### src/hdl/olsh_pkg.sv
// ----------------------------------------------------------------------------
// olsh_pkg
// Shared types, codes and widths of the ordered key list with shuffle.
// ----------------------------------------------------------------------------
package olsh_pkg;

	localparam int DEPTH_DEF    = 16;
	localparam int KEY_BITS_DEF = 64;

	localparam int KEY_W    = 64;
	localparam int POS_W    = 4;
	localparam int STATUS_W = 3;
	localparam int ACTION_W = 2;
	localparam int SEED_W   = 32;
	// entry_key, position, padded to whole bytes
	localparam int ODATA_W  = ((KEY_W + POS_W + 7) / 8) * 8;

	typedef enum logic [ACTION_W-1:0] {
		ACT_APPEND  = 2'd0,
		ACT_REMOVE  = 2'd1,
		ACT_SHUFFLE = 2'd2,
		ACT_LIST    = 2'd3
	} action_t;

	typedef enum logic [STATUS_W-1:0] {
		ST_OK        = 3'd0,
		ST_FULL      = 3'd1,
		ST_NOT_FOUND = 3'd2,
		ST_EMPTY     = 3'd3,
		ST_TOO_FEW   = 3'd4
	} status_t;

	typedef enum logic [2:0] {
		IDX_HOLD,
		IDX_CLR,
		IDX_INC,
		IDX_DEC,
		IDX_TOP
	} idx_op_t;

	typedef enum logic [1:0] {
		RD_IDX,
		RD_NEXT,
		RD_JDX
	} rd_src_t;

	typedef enum logic [1:0] {
		WR_TAIL,
		WR_IDX,
		WR_JDX
	} wr_src_t;

	typedef enum logic [1:0] {
		POS_ZERO,
		POS_COUNT,
		POS_IDX
	} pos_src_t;

	typedef enum logic [3:0] {
		S_IDLE,
		S_APPEND,
		S_REPLY,
		S_REM_RD,
		S_REM_CMP,
		S_REM_ACK,
		S_SHIFT_RD,
		S_SHIFT_WR,
		S_SHF_GEN,
		S_SHF_MOD,
		S_SHF_RDJ,
		S_SHF_WRI,
		S_SHF_WRJ,
		S_LST_RD,
		S_LST_OUT
	} state_t;

	typedef struct packed {
		logic     key_load;
		idx_op_t  idx_op;
		logic     jdx_load;
		logic     rd_en;
		rd_src_t  rd_src;
		logic     wr_en;
		wr_src_t  wr_src;
		logic     cnt_inc;
		logic     cnt_dec;
		logic     gen_step;
		logic     push;
		status_t  out_status;
		pos_src_t pos_src;
		logic     key_en;
		logic     out_last;
	} cmd_t;

	typedef struct packed {
		logic full;
		logic empty;
		logic few;
		logic idx_last;
		logic next_last;
		logic idx_one;
		logic match;
		logic out_free;
		logic mod_busy;
	} stat_t;

endpackage

### src/hdl/olsh_mod.sv
// ----------------------------------------------------------------------------
// olsh_mod
// Bit-serial remainder unit: 32-bit dividend modulo a small divisor,
// one dividend bit per cycle.
// ----------------------------------------------------------------------------
module olsh_mod
	import olsh_pkg::*;
#(
	parameter int CW = 5
) (
	input  logic              clk,
	input  logic              arst_n,
	input  logic              start,
	input  logic [SEED_W-1:0] dividend,
	input  logic [CW-1:0]     divisor,
	output logic              busy,
	output logic [CW-1:0]     rem
);

	localparam int STEP_W = $clog2(SEED_W);

	logic              busy_q;
	logic [STEP_W-1:0] step_q;
	logic [SEED_W-1:0] dvd_q;
	logic [CW-1:0]     dsr_q;
	logic [CW-1:0]     rem_q;
	logic [CW:0]       trial;
	logic [CW:0]       diff;

	assign trial = {rem_q, dvd_q[SEED_W-1]};
	assign diff  = trial - {1'b0, dsr_q};

	always_ff @(posedge clk or negedge arst_n) begin
		if (!arst_n) begin
			busy_q <= 1'b0;
			step_q <= '0;
		end else if (start) begin
			busy_q <= 1'b1;
			step_q <= '0;
		end else if (busy_q) begin
			step_q <= step_q + 1'b1;
			if (step_q == STEP_W'(SEED_W - 1))
				busy_q <= 1'b0;
		end
	end

	always_ff @(posedge clk) begin
		if (start) begin
			dvd_q <= dividend;
			dsr_q <= divisor;
			rem_q <= '0;
		end else if (busy_q) begin
			dvd_q <= {dvd_q[SEED_W-2:0], 1'b0};
			// restore unless the trial covers the divisor
			if (trial >= {1'b0, dsr_q})
				rem_q <= diff[CW-1:0];
			else
				rem_q <= trial[CW-1:0];
		end
	end

	assign busy = busy_q;
	assign rem  = rem_q;

endmodule

### src/hdl/olsh_dpath.sv
// ----------------------------------------------------------------------------
// olsh_dpath
// Datapath: key store, loop indices, entry count, generator, output register.
// ----------------------------------------------------------------------------
module olsh_dpath
	import olsh_pkg::*;
#(
	parameter int DEPTH    = DEPTH_DEF,
	parameter int KEY_BITS = KEY_BITS_DEF
) (
	input  logic                clk,
	input  logic                arst_n,
	input  cmd_t                cmd,
	output stat_t               stat,
	input  logic [KEY_W-1:0]    in_key,
	input  logic                cfg_we,
	input  logic [SEED_W-1:0]   cfg_seed,
	output logic                out_valid,
	input  logic                out_ready,
	output logic [STATUS_W-1:0] out_status,
	output logic [KEY_W-1:0]    out_key,
	output logic [POS_W-1:0]    out_pos,
	output logic                out_last
);

	localparam int AW = (DEPTH > 1) ? $clog2(DEPTH) : 1;
	localparam int CW = $clog2(DEPTH + 1);

	logic [KEY_BITS-1:0] mem_q [DEPTH];
	logic [KEY_BITS-1:0] rdata_q;
	logic [KEY_BITS-1:0] key_q;
	logic [KEY_BITS-1:0] hold_q;
	logic [AW-1:0]       idx_q;
	logic [AW-1:0]       jdx_q;
	logic [CW-1:0]       cnt_q;
	logic [SEED_W-1:0]   gen_q;
	logic [SEED_W-1:0]   gen_next;

	logic                ovalid_q;
	logic [STATUS_W-1:0] ostatus_q;
	logic [KEY_BITS-1:0] okey_q;
	logic [POS_W-1:0]    opos_q;
	logic                olast_q;

	logic [CW:0]         idx_w;
	logic [CW:0]         cnt_w;
	logic [AW+POS_W-1:0] idx_x;
	logic [CW+POS_W-1:0] cnt_x;
	logic [AW-1:0]       raddr;
	logic [AW-1:0]       waddr;
	logic [KEY_BITS-1:0] wdata;
	logic [POS_W-1:0]    pos_sel;
	logic [CW-1:0]       divisor;
	logic                mod_busy;
	logic [CW-1:0]       mod_rem;
	logic                out_free;

	function automatic logic [SEED_W-1:0] xs_step(input logic [SEED_W-1:0] s);
		logic [SEED_W-1:0] x;
		x = s;
		x = x ^ (x << 13);
		x = x ^ (x >> 17);
		x = x ^ (x << 5);
		return x;
	endfunction

	assign gen_next = xs_step(gen_q);
	assign idx_w    = (CW+1)'(idx_q);
	assign cnt_w    = (CW+1)'(cnt_q);
	assign idx_x    = (AW+POS_W)'(idx_q);
	assign cnt_x    = (CW+POS_W)'(cnt_q);
	assign divisor  = CW'(idx_w + 1'b1);
	assign out_free = !ovalid_q || out_ready;

	olsh_mod #(
		.CW(CW)
	) u_mod (
		.clk      (clk),
		.arst_n   (arst_n),
		.start    (cmd.gen_step),
		.dividend (gen_next),
		.divisor  (divisor),
		.busy     (mod_busy),
		.rem      (mod_rem)
	);

	always_comb begin
		unique case (cmd.rd_src)
			RD_IDX:  raddr = idx_q;
			RD_NEXT: raddr = AW'(idx_w + 1'b1);
			RD_JDX:  raddr = jdx_q;
			default: raddr = idx_q;
		endcase
		unique case (cmd.wr_src)
			WR_TAIL: begin
				waddr = cnt_q[AW-1:0];
				wdata = key_q;
			end
			WR_IDX: begin
				waddr = idx_q;
				wdata = rdata_q;
			end
			WR_JDX: begin
				waddr = jdx_q;
				wdata = hold_q;
			end
			default: begin
				waddr = idx_q;
				wdata = rdata_q;
			end
		endcase
		unique case (cmd.pos_src)
			POS_ZERO:  pos_sel = '0;
			POS_COUNT: pos_sel = cnt_x[POS_W-1:0];
			POS_IDX:   pos_sel = idx_x[POS_W-1:0];
			default:   pos_sel = '0;
		endcase
	end

	always_ff @(posedge clk) begin
		if (cmd.wr_en)
			mem_q[waddr] <= wdata;
		if (cmd.rd_en)
			rdata_q <= mem_q[raddr];
	end

	always_ff @(posedge clk) begin
		if (cmd.key_load)
			key_q <= in_key[KEY_BITS-1:0];
		if (cmd.jdx_load) begin
			jdx_q  <= mod_rem[AW-1:0];
			hold_q <= rdata_q;
		end
		if (cmd.push) begin
			ostatus_q <= cmd.out_status;
			okey_q    <= cmd.key_en ? rdata_q : '0;
			opos_q    <= pos_sel;
			olast_q   <= cmd.out_last;
		end
	end

	always_ff @(posedge clk or negedge arst_n) begin
		if (!arst_n) begin
			idx_q    <= '0;
			cnt_q    <= '0;
			gen_q    <= SEED_W'(1);
			ovalid_q <= 1'b0;
		end else begin
			unique case (cmd.idx_op)
				IDX_HOLD: idx_q <= idx_q;
				IDX_CLR:  idx_q <= '0;
				IDX_INC:  idx_q <= AW'(idx_w + 1'b1);
				IDX_DEC:  idx_q <= idx_q - 1'b1;
				IDX_TOP:  idx_q <= AW'(cnt_w - 1'b1);
				default:  idx_q <= idx_q;
			endcase
			if (cmd.cnt_inc)
				cnt_q <= cnt_q + 1'b1;
			else if (cmd.cnt_dec)
				cnt_q <= cnt_q - 1'b1;
			// a zero seed would lock the generator at zero
			if (cfg_we)
				gen_q <= (cfg_seed == '0) ? SEED_W'(1) : cfg_seed;
			else if (cmd.gen_step)
				gen_q <= gen_next;
			if (cmd.push)
				ovalid_q <= 1'b1;
			else if (out_ready)
				ovalid_q <= 1'b0;
		end
	end

	always_comb begin
		stat.full      = (cnt_q == CW'(DEPTH));
		stat.empty     = (cnt_q == '0);
		stat.few       = (cnt_q < CW'(2));
		stat.idx_last  = ((idx_w + 1'b1) == cnt_w);
		stat.next_last = ((idx_w + 2'd2) == cnt_w);
		stat.idx_one   = (idx_w == (CW+1)'(1));
		stat.match     = (rdata_q == key_q);
		stat.out_free  = out_free;
		stat.mod_busy  = mod_busy;
	end

	always_comb begin
		out_key = '0;
		out_key[KEY_BITS-1:0] = okey_q;
	end

	assign out_valid  = ovalid_q;
	assign out_status = ostatus_q;
	assign out_pos    = opos_q;
	assign out_last   = olast_q;

endmodule

### src/hdl/olsh_ctrl.sv
// ----------------------------------------------------------------------------
// olsh_ctrl
// Controller: sequences append, remove, shuffle and list over the datapath.
// ----------------------------------------------------------------------------
module olsh_ctrl
	import olsh_pkg::*;
(
	input  logic                clk,
	input  logic                arst_n,
	input  logic                in_valid,
	output logic                in_ready,
	input  logic [ACTION_W-1:0] in_action,
	input  stat_t               stat,
	output cmd_t                cmd
);

	state_t  state_q, state_d;
	status_t st_q, st_d;

	always_ff @(posedge clk or negedge arst_n) begin
		if (!arst_n) begin
			state_q <= S_IDLE;
			st_q    <= ST_OK;
		end else begin
			state_q <= state_d;
			st_q    <= st_d;
		end
	end

	always_comb begin
		state_d  = state_q;
		st_d     = st_q;
		in_ready = 1'b0;
		cmd      = '0;
		cmd.idx_op     = IDX_HOLD;
		cmd.rd_src     = RD_IDX;
		cmd.wr_src     = WR_IDX;
		cmd.out_status = ST_OK;
		cmd.pos_src    = POS_ZERO;

		unique case (state_q)
			S_IDLE: begin
				in_ready     = 1'b1;
				cmd.key_load = in_valid;
				if (in_valid) begin
					unique case (action_t'(in_action))
						ACT_APPEND: begin
							if (stat.full) begin
								st_d    = ST_FULL;
								state_d = S_REPLY;
							end else begin
								state_d = S_APPEND;
							end
						end
						ACT_REMOVE: begin
							if (stat.empty) begin
								st_d    = ST_EMPTY;
								state_d = S_REPLY;
							end else begin
								cmd.idx_op = IDX_CLR;
								state_d    = S_REM_RD;
							end
						end
						ACT_SHUFFLE: begin
							if (stat.few) begin
								st_d    = ST_TOO_FEW;
								state_d = S_REPLY;
							end else begin
								cmd.idx_op = IDX_TOP;
								state_d    = S_SHF_GEN;
							end
						end
						ACT_LIST: begin
							if (stat.empty) begin
								st_d    = ST_EMPTY;
								state_d = S_REPLY;
							end else begin
								cmd.idx_op = IDX_CLR;
								state_d    = S_LST_RD;
							end
						end
						default: state_d = S_IDLE;
					endcase
				end
			end
			S_APPEND: begin
				if (stat.out_free) begin
					cmd.wr_en    = 1'b1;
					cmd.wr_src   = WR_TAIL;
					cmd.cnt_inc  = 1'b1;
					cmd.push     = 1'b1;
					cmd.pos_src  = POS_COUNT;
					cmd.out_last = 1'b1;
					state_d      = S_IDLE;
				end
			end
			S_REPLY: begin
				if (stat.out_free) begin
					cmd.push       = 1'b1;
					cmd.out_status = st_q;
					cmd.out_last   = 1'b1;
					state_d        = S_IDLE;
				end
			end
			S_REM_RD: begin
				cmd.rd_en = 1'b1;
				state_d   = S_REM_CMP;
			end
			S_REM_CMP: begin
				priority if (stat.match) begin
					state_d = S_REM_ACK;
				end else if (stat.idx_last) begin
					st_d    = ST_NOT_FOUND;
					state_d = S_REPLY;
				end else begin
					cmd.idx_op = IDX_INC;
					state_d    = S_REM_RD;
				end
			end
			S_REM_ACK: begin
				if (stat.out_free) begin
					cmd.push     = 1'b1;
					cmd.pos_src  = POS_IDX;
					cmd.out_last = 1'b1;
					if (stat.idx_last) begin
						cmd.cnt_dec = 1'b1;
						state_d     = S_IDLE;
					end else begin
						state_d = S_SHIFT_RD;
					end
				end
			end
			S_SHIFT_RD: begin
				cmd.rd_en  = 1'b1;
				cmd.rd_src = RD_NEXT;
				state_d    = S_SHIFT_WR;
			end
			S_SHIFT_WR: begin
				// close the gap one entry at a time
				cmd.wr_en  = 1'b1;
				cmd.wr_src = WR_IDX;
				cmd.idx_op = IDX_INC;
				if (stat.next_last) begin
					cmd.cnt_dec = 1'b1;
					state_d     = S_IDLE;
				end else begin
					state_d = S_SHIFT_RD;
				end
			end
			S_SHF_GEN: begin
				cmd.gen_step = 1'b1;
				cmd.rd_en    = 1'b1;
				state_d      = S_SHF_MOD;
			end
			S_SHF_MOD: begin
				if (!stat.mod_busy) begin
					cmd.jdx_load = 1'b1;
					state_d      = S_SHF_RDJ;
				end
			end
			S_SHF_RDJ: begin
				cmd.rd_en  = 1'b1;
				cmd.rd_src = RD_JDX;
				state_d    = S_SHF_WRI;
			end
			S_SHF_WRI: begin
				cmd.wr_en  = 1'b1;
				cmd.wr_src = WR_IDX;
				state_d    = S_SHF_WRJ;
			end
			S_SHF_WRJ: begin
				cmd.wr_en  = 1'b1;
				cmd.wr_src = WR_JDX;
				if (stat.idx_one) begin
					st_d    = ST_OK;
					state_d = S_REPLY;
				end else begin
					cmd.idx_op = IDX_DEC;
					state_d    = S_SHF_GEN;
				end
			end
			S_LST_RD: begin
				cmd.rd_en = 1'b1;
				state_d   = S_LST_OUT;
			end
			S_LST_OUT: begin
				if (stat.out_free) begin
					cmd.push     = 1'b1;
					cmd.key_en   = 1'b1;
					cmd.pos_src  = POS_IDX;
					cmd.out_last = stat.idx_last;
					if (stat.idx_last) begin
						state_d = S_IDLE;
					end else begin
						cmd.idx_op = IDX_INC;
						state_d    = S_LST_RD;
					end
				end
			end
			default: state_d = S_IDLE;
		endcase
	end

endmodule

### src/hdl/ordered_list_with_shuffle.sv
// ----------------------------------------------------------------------------
// ordered_list_with_shuffle
// Ordered list of keys with append, remove, Fisher-Yates shuffle and list.
// ----------------------------------------------------------------------------
// Usage:
//   s_axis carries one command per beat: tuser holds the action, tdata the
//   key. m_axis returns results: tuser the status, tdata the entry key and
//   position, tlast the final beat of a command. cfg writes the generator
//   seed; write it only while no command is in flight.
// Sequencing (n entries):
//   append: the key is written at the tail; remove: entries are compared
//   in order, the result is reported, then every entry behind it moves up
//   to close the gap; list: each entry is read, then sent as one beat;
//   shuffle: n-1 swaps, each paced by the bit-serial remainder unit.
//   A new command is taken once the previous one has finished, including
//   the gap closing that follows the result beat of a remove.
// Reset clears the list, the generator loads seed 1, no beat is pending.
// When m_axis stalls, the held result stays in the output register and
// the sequencer waits before producing the next beat.
// ----------------------------------------------------------------------------
module ordered_list_with_shuffle
	import olsh_pkg::*;
#(
	parameter int DEPTH    = DEPTH_DEF,
	parameter int KEY_BITS = KEY_BITS_DEF
) (
	input  logic                clk,
	input  logic                arst_n,
	input  logic                s_axis_tvalid,
	output logic                s_axis_tready,
	input  logic [KEY_W-1:0]    s_axis_tdata,   // key
	input  logic [ACTION_W-1:0] s_axis_tuser,   // action
	output logic                m_axis_tvalid,
	input  logic                m_axis_tready,
	output logic [ODATA_W-1:0]  m_axis_tdata,   // entry_key, position, zero pad
	output logic [STATUS_W-1:0] m_axis_tuser,   // status
	output logic                m_axis_tlast,   // last_result
	input  logic                cfg_valid,
	output logic                cfg_ready,
	input  logic [SEED_W-1:0]   cfg_data        // random_seed
);

	cmd_t             cmd;
	stat_t            stat;
	logic [KEY_W-1:0] out_key;
	logic [POS_W-1:0] out_pos;

	assign cfg_ready = 1'b1;

	olsh_ctrl u_ctrl (
		.clk       (clk),
		.arst_n    (arst_n),
		.in_valid  (s_axis_tvalid),
		.in_ready  (s_axis_tready),
		.in_action (s_axis_tuser),
		.stat      (stat),
		.cmd       (cmd)
	);

	olsh_dpath #(
		.DEPTH    (DEPTH),
		.KEY_BITS (KEY_BITS)
	) u_dpath (
		.clk        (clk),
		.arst_n     (arst_n),
		.cmd        (cmd),
		.stat       (stat),
		.in_key     (s_axis_tdata),
		.cfg_we     (cfg_valid),
		.cfg_seed   (cfg_data),
		.out_valid  (m_axis_tvalid),
		.out_ready  (m_axis_tready),
		.out_status (m_axis_tuser),
		.out_key    (out_key),
		.out_pos    (out_pos),
		.out_last   (m_axis_tlast)
	);

	always_comb begin
		m_axis_tdata = '0;
		m_axis_tdata[KEY_W-1:0] = out_key;
		m_axis_tdata[KEY_W+POS_W-1:KEY_W] = out_pos;
	end

endmodule

### config.mk
export PLATFORM = sky130hd
export DESIGN_NAME = ordered_list_with_shuffle
export DESIGN_NICKNAME = d
export VERILOG_FILES = /design/src/hdl/olsh_pkg.sv /design/src/hdl/olsh_mod.sv /design/src/hdl/olsh_dpath.sv /design/src/hdl/olsh_ctrl.sv /design/src/hdl/ordered_list_with_shuffle.sv
export SDC_FILE = /design/constraint.sdc
export NUM_CORES = 2
export LEC_CHECK = 0
export BUFFER_PORTS_ARGS = -buffer_cell sky130_fd_sc_hd__buf_2
export CORE_MARGIN = 2
export CORE_UTILIZATION = 65
export CTS_BUF_LIST = sky130_fd_sc_hd__clkbuf_4 sky130_fd_sc_hd__clkbuf_8
export DETAILED_ROUTE_END_ITERATION = 10
export MAX_ROUTING_LAYER = met4
export PLACE_DENSITY_LB_ADDON = 0.1
export SLEW_MARGIN = 0
export SYNTH_ARGS = -nofsm -noshare
export SYNTH_HDL_FRONTEND = slang
export SYNTH_SLANG_ARGS = --single-unit
### constraint.sdc
create_clock -name clk -period 15.5 [get_ports clk]
set_input_delay 0.775 -clock clk [delete_from_list [all_inputs] [get_ports clk]]
set_output_delay 0.775 -clock clk [all_outputs]
set_load 0.01 [all_outputs]
==> flow_summary.toml <==
[run_status]
status = "finished, final reports clean"

[logic_synthesis]
ys_top_cells_by_count = "edfxtp_1 (1329), nand2_1 (354), mux4_2 (256)"
yosysTopAreaCellShare_pct = 71.4
synth.avg_cell_area_sq_um = 18.0
netlist_area_sq_mm = 0.0559
synth_sequential_area_ratio_pct = 74.1
yosys_warnings = 0
synth_edf_count = 1329
muxShareOfSynthArea_pct = 10.6
yosys.area_share.adder_pct = 0.564
synth_most_common_cell = "edfxtp_1"
synth_compound_area_share_pct = 4.53
async_flop_share_pct = 3.96
ys_seq_elements = 1389
synthTopCellsByArea = "edfxtp_1 (71%), mux4_2 (10%), dfrtp_1 (2.4%)"
synth_xor_area_share_pct = 2.74
yosysTopAreaCell = "edfxtp_1"
yosys.area_share.simple_pct = 5.65
synth_top_family_by_area = "multiplexers"
ys_types = 66
synth_cells = 3106
synth_flop_cell = "edfxtp_1"

[route]
wl_microns = 136000
num_vias = 30300
drt.antenna.violating_nets = 0
wl_per_cell_microns = 29.0
vias_per_cell = 6.47
drc_errors = 0
drt_iter0_markers = 3827
firstDrtPassIters = 6

[clocking]
htreeDepth = 4
clk_pin_slew_ps = 60
numClockSinks = 1389
cts_resized = 0
clk_path_buf_depth = 3
cts_buffers = 210
cts_setup_buffers = 0
ctsHoldBuffers = 0
insertion_delay_ps = 890
cts_tree = "done"
root_buffer = "clkbuf_8"

[place]
hpwl_microns = 73100
io_buffers = 176
finalWeightedCongestion = 0.932

[cells_and_area]
final_util_pct = 72.7
syn2layout_area_growth_pct = 10.8
layout.nets = 3509
drive_above_1_share_pct = 24.9

[timing]
rsz0062_at_grt = "false"
worst_slew_pin_slew_ps = 1240
period_needed_ps = 6030
setup-violations-final = 0
finalMaxSlewViolations = 0
fmax_mhz = 166
fin_skew_ps = 37.9
finalHoldViolCount = 0
finalSetupTns_ps = 0
period_share_pct = 38.9
slew_headroom_pct = 17.0

[floorplanning]
die_h_microns = 297
io_pins = 182
start_util_pct = 65.6
core-area_sq_mm = 0.0851
rows = 107
dieWidth_microns = 297
die_area_sq_mm = 0.0883

[setup_path]
worstPathArrival_ps = 6600
reg2reg_to = "u_dpath.rdata_q[19]$_DFFE_PP_"
crit_fanout = 48
worstReg2RegStart = "u_ctrl.state_q[1]$_DFFE_PN0P_"
reg2reg_slack_ps = 9470
end_kind = "register"
r2r_cells = 12
crit_start = "u_ctrl.state_q[1]$_DFFE_PN0P_"
cp.required_ps = 16070
cp-start-kind = "register"
worstSetupPathType = "register to register"

[run]
cap_viol_max_count = 0

[power_and_ir_drop]
pwr_density_cell_mw_per_mm2 = 213
p_leak_nw = 20.7
vdd_drop_max_mv = 0.183

[global_routing]
grt_pass1_vias = 30800
antenna_found_initial = 5
grt.total_usage_pct = 32.1
grt_pass1_wl_microns = 199000
grt_max_degree = 165
grt_overflow_total = 0

[worst_hold_path]
min_path_type = "input pin to async pin"
[report_power, final]
group	internal (mW)	switching [mW]	total (mW)
clock network	1.50	1.36	2.86
logic	1.64	2.77	4.41
registers	5.53	0.364	5.90
total	8.67	4.49	13.2
[kinds of logic (layout without fill, tap and decap cells)]
family,after synthesis,after routing
other cells,2,9
buf+inv,200,630
xor+xnor,175,175
mux,269,269
compound gates,353,353
fa+ha+maj,24,24
simple gates,694,694
flops,1389,1389
[metal layers]
metal / share of wire (%) / GRT usage, % / up-vias
li1: - / - / 12700
met1: 38 / 43.4 / 15600
met2: 49 / 50.3 / 1755
met3: 9.5 / 5.92 / 273
met4: 3.1 / 11.1 / 0
met5: 0 / - / -
[cell type report]
class	count	area [sq um]
Fill cell	5256	23300
Timing Repair Buffer	230	1300
Clock buffer	292	3530
Multi-Input combinational cell	1520	13700
Inverter	31	120
Sequential cell	1389	41400
Tap cell	1144	1430
Antenna cell	4	10.0
Clock inverter	77	440
[critical path: stages, from the launching register on]
cell and delay (ps):
dfrtp_1 710, inv_1 270, nor2_1 330, nand2_1 140, ha_1 520, a221oi_2 270
a21o_4 680, buf_4 900, buf_4 790, mux4_2 580, and2_1 170, a211oi_1 250
a31oi_1 60
[metrics by stage]
stage               hold slack, ps  instance area, sq um  setup slack (ps)  power (mW)  cells
floorplan                      455                 55900              9330        9.04   3109
global placement               486                 57900              9530        10.2   4314
detailed placement             492                 57900              9370        10.4   4314
CTS                           1.53                 61900              9350        13.2   4683
global route                  31.6                 61900              8910        13.8   4686
finish                        54.3                 61900              9470        13.2   4687
[worst max-delay path by stage]
| stage | end | slack, ps | cells past startpoint |
|---|---|---|---|
| final | u_dpath.rdata_q[19]$_DFFE_PP_ | 9470 | 12 |
| after global routing | u_dpath.rdata_q[19]$_DFFE_PP_ | 8910 | 12 |
| after CTS | u_dpath.rdata_q[19]$_DFFE_PP_ | 9350 | 12 |
| after detailed placement | u_dpath.rdata_q[19]$_DFFE_PP_ | 9370 | 12 |
| after global placement | u_dpath.rdata_q[26]$_DFFE_PP_ | 9530 | 12 |
| after floorplan | u_dpath.hold_q[0]$_DFFE_PP_ | 9330 | 4 |
[placed cells by master, fill, tap and decap left out, types with 68 or more instances in the layout]
cell / instances
xnor2_1: 137
a22oi_1: 68
buf_2: 176
a31oi_1: 73
mux4_2: 256
edfxtp_1: 1329
nor2_1: 103
clkbuf_4: 78
clkbuf_8: 214
and2_1: 134
nand2_1: 353
[flip-flops by register name, summed over array words and instances (netlist names)]
signal / cells
u_dpath.out_last: 1
u_ctrl.state_q: 4
u_dpath.u_mod.busy: 1
u_dpath.gen_q: 32
u_dpath.out_status: 3
u_dpath.hold_q: 64
u_dpath.u_mod.rem: 5
u_dpath.u_mod.step_q: 5
u_dpath.u_mod.dsr_q: 5
u_ctrl.st_q: 3
u_dpath.out_pos: 4
u_dpath.out_key: 64
u_dpath.jdx_q: 4
u_dpath.mem_q: 1024
u_dpath.rdata_q: 64
u_dpath.cnt_q: 5
u_dpath.idx_q: 4
u_dpath.u_mod.dvd_q: 32
u_dpath.out_valid: 1
u_dpath.key_q: 64
Power figures use the tool's default switching activity.
